**src/sv/far_pkg.sv**
```systemverilog
`timescale 1ns / 1ps
// ----------------------------------------------------------------------------
// far_pkg
// Types and constants of the fraction adder.
// ----------------------------------------------------------------------------
package far_pkg;
    localparam int WordW = 64;
    typedef logic [WordW-1:0] t_word;
    typedef logic [6:0]       t_bitcnt;

    // sequencer states
    typedef enum logic [3:0] {
        ST_IDLE,
        ST_G1_DIV,    // gcd(b, d)
        ST_LCM_DIV,   // b / g
        ST_LCM_MUL,   // (b/g) * d
        ST_SA_DIV,    // den / b
        ST_SA_MUL,    // a * (den/b)
        ST_SC_DIV,    // den / d
        ST_SC_MUL,    // c * (den/d)
        ST_G2_PREP,
        ST_G2_DIV,    // gcd(mag, den)
        ST_R1_DIV,    // mag / g
        ST_R2_DIV,    // den / g
        ST_OUT
    } t_state;

    // divider request/response
    typedef struct packed {
        logic  start;
        t_word dividend;
        t_word divisor;
    } t_div_req;

    typedef struct packed {
        logic  done;
        t_word quot;
        t_word rem;
    } t_div_rsp;
endpackage

```
**src/sv/far_div.sv**
```systemverilog
`timescale 1ns / 1ps
// ----------------------------------------------------------------------------
// far_div
// Shared restoring divider, one quotient bit per cycle.
// ----------------------------------------------------------------------------
module far_div
    import far_pkg::*;
(
    input  logic     i_clk,
    input  logic     i_rst_n,
    input  t_div_req i_req,
    output t_div_rsp o_rsp
);
    t_word   r_q, n_q, r_rem, n_rem, r_dvs;
    t_bitcnt r_cnt;
    logic    r_busy, r_done;
    logic [WordW:0] w_trial;

    // one step: shift in next dividend bit, try subtract
    always_comb begin
        w_trial = {r_rem, r_q[WordW-1]} - {1'b0, r_dvs};
        if (!w_trial[WordW]) begin
            n_rem = w_trial[WordW-1:0];
            n_q   = {r_q[WordW-2:0], 1'b1};
        end else begin
            n_rem = {r_rem[WordW-2:0], r_q[WordW-1]};
            n_q   = {r_q[WordW-2:0], 1'b0};
        end
    end

    always_ff @(posedge i_clk) begin
        if (!i_rst_n) begin
            r_busy <= 1'b0;
            r_done <= 1'b0;
            r_cnt  <= '0;
        end else begin
            r_done <= 1'b0;
            if (i_req.start) begin
                r_busy <= 1'b1;
                r_cnt  <= '0;
                r_q    <= i_req.dividend;
                r_rem  <= '0;
                r_dvs  <= i_req.divisor;
            end else if (r_busy) begin
                r_q   <= n_q;
                r_rem <= n_rem;
                r_cnt <= r_cnt + 7'd1;
                if (r_cnt == 7'(WordW - 1)) begin
                    r_busy <= 1'b0;
                    r_done <= 1'b1;
                end
            end
        end
    end

    assign o_rsp.done = r_done;
    assign o_rsp.quot = r_q;
    assign o_rsp.rem  = r_rem;
endmodule

```
**src/sv/fraction_add_reduce.sv**
```systemverilog
`timescale 1ns / 1ps
// ----------------------------------------------------------------------------
// fraction_add_reduce
// Adds two signed fractions and returns the sum in lowest terms.
// ----------------------------------------------------------------------------
// One request at a time. All divisions and gcd remainders run on one shared
// divider. A request runs the first gcd, the lcm, the scaling, the second gcd
// and the two reductions in the normal case; a pass through skips the first
// gcd, the lcm and the scaling. The result waits in the output register until
// taken; the next request is accepted meanwhile, and a newer result holds in
// the last state until the register frees.
module fraction_add_reduce
    import far_pkg::*;
(
    input  logic         i_clk,
    input  logic         i_rst_n,
    input  logic         s_axis_tvalid,
    output logic         s_axis_tready,
    // first_num[31:0], first_den[62:32], second_num[94:63], second_den[125:95]
    input  logic [127:0] s_axis_tdata,
    output logic         m_axis_tvalid,
    input  logic         m_axis_tready,
    // sum_num[63:0], sum_den[126:64]
    output logic [127:0] m_axis_tdata
);
    t_state r_st, n_st;
    t_word  r_a, r_b, r_c, r_d, r_x, r_y, r_num, r_den, r_mag, r_g;
    logic   r_neg, r_ovld;
    logic   r_go, n_go;
    logic [126:0] r_out;
    logic   w_a_empty, w_c_empty;
    t_div_req w_req;
    t_div_rsp w_rsp;
    logic signed [31:0] r_ma;
    logic        [31:0] r_mb;
    logic signed [63:0] w_prod;

    far_div u_div (.i_clk(i_clk), .i_rst_n(i_rst_n), .i_req(w_req), .o_rsp(w_rsp));

    // 32x32 signed by unsigned multiply (factors fit in 32 bits)
    assign w_prod = r_ma * $signed({1'b0, r_mb});

    // empty operands of the incoming request
    assign w_a_empty = (s_axis_tdata[31:0] == '0) || (s_axis_tdata[62:32] == '0);
    assign w_c_empty = (s_axis_tdata[94:63] == '0) || (s_axis_tdata[125:95] == '0);

    assign s_axis_tready = (r_st == ST_IDLE);

    // sequencer: next state and divider launches
    always_comb begin
        n_st = r_st;
        n_go = 1'b0;
        case (r_st)
            ST_IDLE: if (s_axis_tvalid && s_axis_tready) begin
                if (w_a_empty || w_c_empty) begin
                    n_st = ST_G2_PREP;
                end else begin
                    n_st = ST_G1_DIV;
                    n_go = 1'b1;
                end
            end
            ST_G1_DIV, ST_G2_DIV: if (w_rsp.done) begin
                n_go = 1'b1;
                if (w_rsp.rem == '0)
                    n_st = (r_st == ST_G1_DIV) ? ST_LCM_DIV : ST_R1_DIV;
            end
            ST_LCM_DIV: if (w_rsp.done) n_st = ST_LCM_MUL;
            ST_LCM_MUL: begin
                n_st = ST_SA_DIV;
                n_go = 1'b1;
            end
            ST_SA_DIV:  if (w_rsp.done) n_st = ST_SA_MUL;
            ST_SA_MUL: begin
                n_st = ST_SC_DIV;
                n_go = 1'b1;
            end
            ST_SC_DIV:  if (w_rsp.done) n_st = ST_SC_MUL;
            ST_SC_MUL:  n_st = ST_G2_PREP;
            ST_G2_PREP: begin
                if (r_den == '0) begin
                    n_st = ST_OUT;
                end else begin
                    n_st = ST_G2_DIV;
                    n_go = 1'b1;
                end
            end
            ST_R1_DIV: if (w_rsp.done) begin
                n_st = ST_R2_DIV;
                n_go = 1'b1;
            end
            ST_R2_DIV:  if (w_rsp.done) n_st = ST_OUT;
            ST_OUT:     if (!r_ovld || m_axis_tready) n_st = ST_IDLE;
            default:    n_st = ST_IDLE;
        endcase
    end

    // state register and output register
    always_ff @(posedge i_clk) begin
        if (!i_rst_n) begin
            r_st   <= ST_IDLE;
            r_ovld <= 1'b0;
        end else begin
            r_st <= n_st;
            if (r_st == ST_OUT && (!r_ovld || m_axis_tready)) begin
                r_ovld <= 1'b1;
                r_out  <= {r_den[62:0], r_num};
            end else if (m_axis_tvalid && m_axis_tready) begin
                r_ovld <= 1'b0;
            end
        end
    end

    // datapath and divider operands
    always_ff @(posedge i_clk) begin
        if (!i_rst_n) begin
            r_go <= 1'b0;
        end else begin
            r_go <= n_go;
            case (r_st)
                ST_IDLE: if (s_axis_tvalid && s_axis_tready) begin
                    r_a <= {{32{s_axis_tdata[31]}}, s_axis_tdata[31:0]};
                    r_b <= {33'd0, s_axis_tdata[62:32]};
                    r_c <= {{32{s_axis_tdata[94]}}, s_axis_tdata[94:63]};
                    r_d <= {33'd0, s_axis_tdata[125:95]};
                    if (w_a_empty) begin
                        r_num <= {{32{s_axis_tdata[94]}}, s_axis_tdata[94:63]};
                        r_den <= {33'd0, s_axis_tdata[125:95]};
                    end else if (w_c_empty) begin
                        r_num <= {{32{s_axis_tdata[31]}}, s_axis_tdata[31:0]};
                        r_den <= {33'd0, s_axis_tdata[62:32]};
                    end else begin
                        r_x <= {33'd0, s_axis_tdata[62:32]};
                        r_y <= {33'd0, s_axis_tdata[125:95]};
                    end
                end
                ST_G1_DIV, ST_G2_DIV: if (w_rsp.done) begin
                    if (w_rsp.rem == '0) begin
                        r_g <= r_y;
                        // next: b / g for the lcm, or mag / g for the reduction
                        r_x <= (r_st == ST_G1_DIV) ? r_b : r_mag;
                    end else begin
                        r_x <= r_y;
                        r_y <= w_rsp.rem;
                    end
                end
                ST_LCM_DIV: if (w_rsp.done) begin
                    r_ma <= w_rsp.quot[31:0];
                    r_mb <= r_d[31:0];
                end
                ST_LCM_MUL: begin
                    r_den <= w_prod;
                    r_x   <= w_prod;
                    r_y   <= r_b;
                end
                ST_SA_DIV: if (w_rsp.done) begin
                    r_ma <= r_a[31:0];
                    r_mb <= w_rsp.quot[31:0];
                end
                ST_SA_MUL: begin
                    r_num <= w_prod;
                    r_x   <= r_den;
                    r_y   <= r_d;
                end
                ST_SC_DIV: if (w_rsp.done) begin
                    r_ma <= r_c[31:0];
                    r_mb <= w_rsp.quot[31:0];
                end
                ST_SC_MUL: r_num <= r_num + w_prod;
                ST_G2_PREP: begin
                    r_neg <= r_num[63];
                    r_mag <= r_num[63] ? (t_word'(0) - r_num) : r_num;
                    if (r_den == '0) begin
                        // gcd(mag, 0) = mag: reduce to sign/0 unless mag is zero
                        r_num <= (r_num == '0) ? '0 : (r_num[63] ? '1 : t_word'(1));
                    end else begin
                        r_x <= r_num[63] ? (t_word'(0) - r_num) : r_num;
                        r_y <= r_den;
                    end
                end
                ST_R1_DIV: if (w_rsp.done) begin
                    r_num <= r_neg ? (t_word'(0) - w_rsp.quot) : w_rsp.quot;
                    r_x   <= r_den;
                    r_y   <= r_g;
                end
                ST_R2_DIV: if (w_rsp.done) r_den <= w_rsp.quot;
                default: ;
            endcase
        end
    end

    // divide start is registered alongside the operands, so both arrive together
    always_comb begin
        w_req.start    = r_go;
        w_req.dividend = r_x;
        w_req.divisor  = r_y;
    end

    assign m_axis_tvalid = r_ovld;
    assign m_axis_tdata  = {1'b0, r_out};
endmodule

```
**config.mk**
```make
export PLATFORM = sky130hd
export DESIGN_NAME = fraction_add_reduce
export DESIGN_NICKNAME = d
export VERILOG_FILES = /design/src/sv/far_pkg.sv /design/src/sv/far_div.sv /design/src/sv/fraction_add_reduce.sv
export SDC_FILE = /design/constraint.sdc
export NUM_CORES = 2
export LEC_CHECK = 0
export BUFFER_PORTS_ARGS = -buffer_cell sky130_fd_sc_hd__buf_4
export CORE_MARGIN = 2
export CORE_UTILIZATION = 58
export CTS_CLUSTER_SIZE = 40
export DETAILED_ROUTE_END_ITERATION = 10
export PLACE_DENSITY = 0.78
export SYNTH_ARGS = -nofsm -noshare
export SYNTH_HDL_FRONTEND = slang
export SYNTH_SLANG_ARGS = --single-unit
```
**constraint.sdc**
```tcl
create_clock -name i_clk -period 14.2 [get_ports i_clk]
set_input_delay 0.71 -clock i_clk [delete_from_list [all_inputs] [get_ports i_clk]]
set_output_delay 0.71 -clock i_clk [all_outputs]
set_load 0.05 [all_outputs]
```
==> flow_summary.toml <==
[outcome]
status = "finished, violations left"
failed_checks = "max-capacitance violations, max-slew violations"

[placed_design]
dp_hpwl_mm = 197.2
port-buffer-count = 258
pre_cts_ws_ns = 2.206
place_congestion = 1.025
place_inst = 9657

[floorplanning]
design.core.area_um2 = 139500
fp.dieH_um = 378.9
ios = 262
row_count = 137
dieArea_um2 = 143500
start_util = 0.5842
die_w_um = 378.9

[clocking]
post_cts_buffers = 0
holdBufCountCts = 0
cts.repair.resized = 0
cts_sinks = 909
path_clk_slew_ns = 0.07
ctsRootBufferMaster = "clkbuf_16"
clockBufferDepth = 3
cts_buffers = 87
tritoncts = "yes"
cts_max_level = 3
clk_latency_ns = 0.70

[drt]
drtAntennaViolNets = 0
wl_mm = 260.1
drc_errors = 0
drt_iter0_markers = 8079
vias_per_cell = 6.498
dr.pass1.iters = 10
vias = 63852
wire_per_inst_um = 26.47

[global_routing]
grt_pass1_wl_mm = 391.0
grt_usage = 0.3631
grt_remaining_overflow = 0
grt_max_degree = 97
grt_pass1_vias = 63238
antenna_found_initial = 41

[synthesis]
seq_area_frac_synth = 0.3330
syn-cell-area_um2 = 81510
postSynthCellCount = 7880
async_flop_share = 0
synth.ff_latch_count = 909
synthFlopType = "edfxtp_1"
synth_nets = 9342
yosysUniqueCellTypes = 79
synth.avg_cell_area_um2 = 10.34
synth_edf_count = 894
ys_warn_count = 0

[sta]
skew_ns = 0.02926
tightestPinTransition_ns = 1.548
postLayoutSetupSlackWorst_ns = 1.858
finalMaxSlewViolations = 2
report.final.hold_viol_count = 0
fin_crit_sh = 0.8692
grt_setup_unrepaired = "false"
whs_ns = 0.2181
setup_viol = 0
relSlewSlack = -0.04075
max_freq_mhz = 81.02
tns_ns = 0
min_period_ns = 12.34

[power]
swShare = 0.3541
p_int_mw = 5.654
p_leak_nw = 36.62
clkPwrFrac = 0.258
vdd_ir_drop_max_mv = 0.1215
seq_power_share = 0.445
switchingPower_mw = 3.100
p_comb_frac = 0.297
p_per_area_nw_per_um2 = 99.79

[flow_run]
cap_violations = 1

[worst_setup_path]
cpMostUsedCell = "fa_1"
cpPeakStageDelay_ns = 1.17
start_kind = "flop"
arrival_ns = 12.76
cp_slowest_cell = "edfxtp_1"
cp_max_fo = 32
crit_type = "reg2reg"
worstPathRequired_ns = 14.62
end_kind = "flop"

[final_layout]
fin_nets = 9332
instances_no_fill = 9826
mostFrequentLayoutCells = "inv_1 (1054), nand2_1 (900), fa_1 (899)"
syn2layout_area_growth_pct = 7.631
layout_commonest_cell = "inv_1"
drive_above_1_share = 0.08646
final_util = 0.6287

[min_path]
hold_path.class = "in2reg"
-- path summary, 6_finish.rpt --
path / startpoint / to / slack [ns] / cells after the start
setup / recovery: r_mb[13] / r_num[63] / 1.86 / 31
hold / removal: s_axis_tdata[53] / r_b[21] / 0.22 / 1
setup reg to reg: r_mb[13] / r_num[63] / 1.86 / 31
hold reg to reg: r_y[21] / u_div.r_dvs[21] / 0.49 / 0
-- power groups by stage --
| stage | Sequential [mW] | Combinational [mW] | Clock, mW |
|---|---|---|---|
| floorplan | 3.73 | 1.86 | 0 |
| global placement | 3.91 | 2.47 | 0 |
| detailed placement | 3.93 | 2.52 | 0 |
| CTS | 3.87 | 2.54 | 2.25 |
| global route | 3.91 | 2.82 | 2.35 |
| finish | 3.90 | 2.60 | 2.26 |
-- sequential cells by signal, summed over array words and instances, names as in the netlist, 4 cells and up --
signal	flops
r_a	32
r_d	31
u_div.r_q	64
r_num	64
r_st	4
r_g	64
r_out	127
r_x	64
u_div.r_cnt	7
r_den	64
r_mag	64
r_mb	32
r_ma	32
r_b	31
u_div.r_dvs	64
r_c	32
r_y	64
u_div.r_rem	64
-- synthesized netlist by cell type, drive strengths merged, types with 70 or more instances --
| cell type | instances | share of area |
|---|---|---|
| nor2 | 192 | 0.0088 |
| fa | 899 | 0.22 |
| nand2 | 901 | 0.041 |
| edfxtp | 894 | 0.33 |
| mux2 | 97 | 0.013 |
| a22oi | 74 | 0.0068 |
| ha | 431 | 0.066 |
| mux2i | 84 | 0.010 |
| nor4 | 79 | 0.0061 |
| nand4 | 79 | 0.0061 |
| xor2 | 95 | 0.010 |
| a21o | 96 | 0.0088 |
| and2 | 622 | 0.048 |
| o21ai | 287 | 0.018 |
| nand3 | 93 | 0.0057 |
| inv | 1054 | 0.049 |
| clkbuf | 448 | 0.021 |
| a222oi | 70 | 0.0086 |
| a21oi | 370 | 0.023 |
| xnor2 | 210 | 0.023 |
-- per-stage QoR --
stage,power (mW),area (um2)
floorplan,5.594,81510
global placement,6.380,85090
detailed placement,6.451,85090
CTS,8.666,87690
global route,9.080,87720
finish,8.754,87730
-- critical path, delay by kind of cell, from the launching register on --
kind,cells,cell delay [ns]
buffers and inverters,2,0.12
xor gates and xnor gates,3,0.54
DFF,1,1.17
AOI/OAI and AO/OA,12,4.57
and+or+nand+nor,4,0.82
adders and majority gates,10,4.83
-- routing by layer --
layer,track usage,part of all wire
met5,0,0.00088
met4,0.1829,0.060
met3,0.07829,0.11
met2,0.5638,0.46
met1,0.4837,0.37
-- cell families after synthesis --
kind of cell / synth area share
and+or+nand+nor: 0.1375
buffers and inverters: 0.07061
AOI/OAI and AO/OA: 0.1154
adders and majority gates: 0.2870
DFF: 0.3330
xor gates and xnor gates: 0.03277
muxes: 0.02372
other: 0.00004601
-- final cells by class --
type / instances / area (um2)
Timing Repair Buffer: 377 / 2830
Inverter: 1055 / 3960
Clock buffer: 108 / 2256
Tap cell: 1876 / 2347
Clock inverter: 45 / 340.3
Multi-Input combinational cell: 5440 / 48800
Antenna cell: 16 / 40.04
Fill cell: 11130 / 51800
Sequential cell: 909 / 27150
No activity file was read; power rests on OpenSTA's default activity.
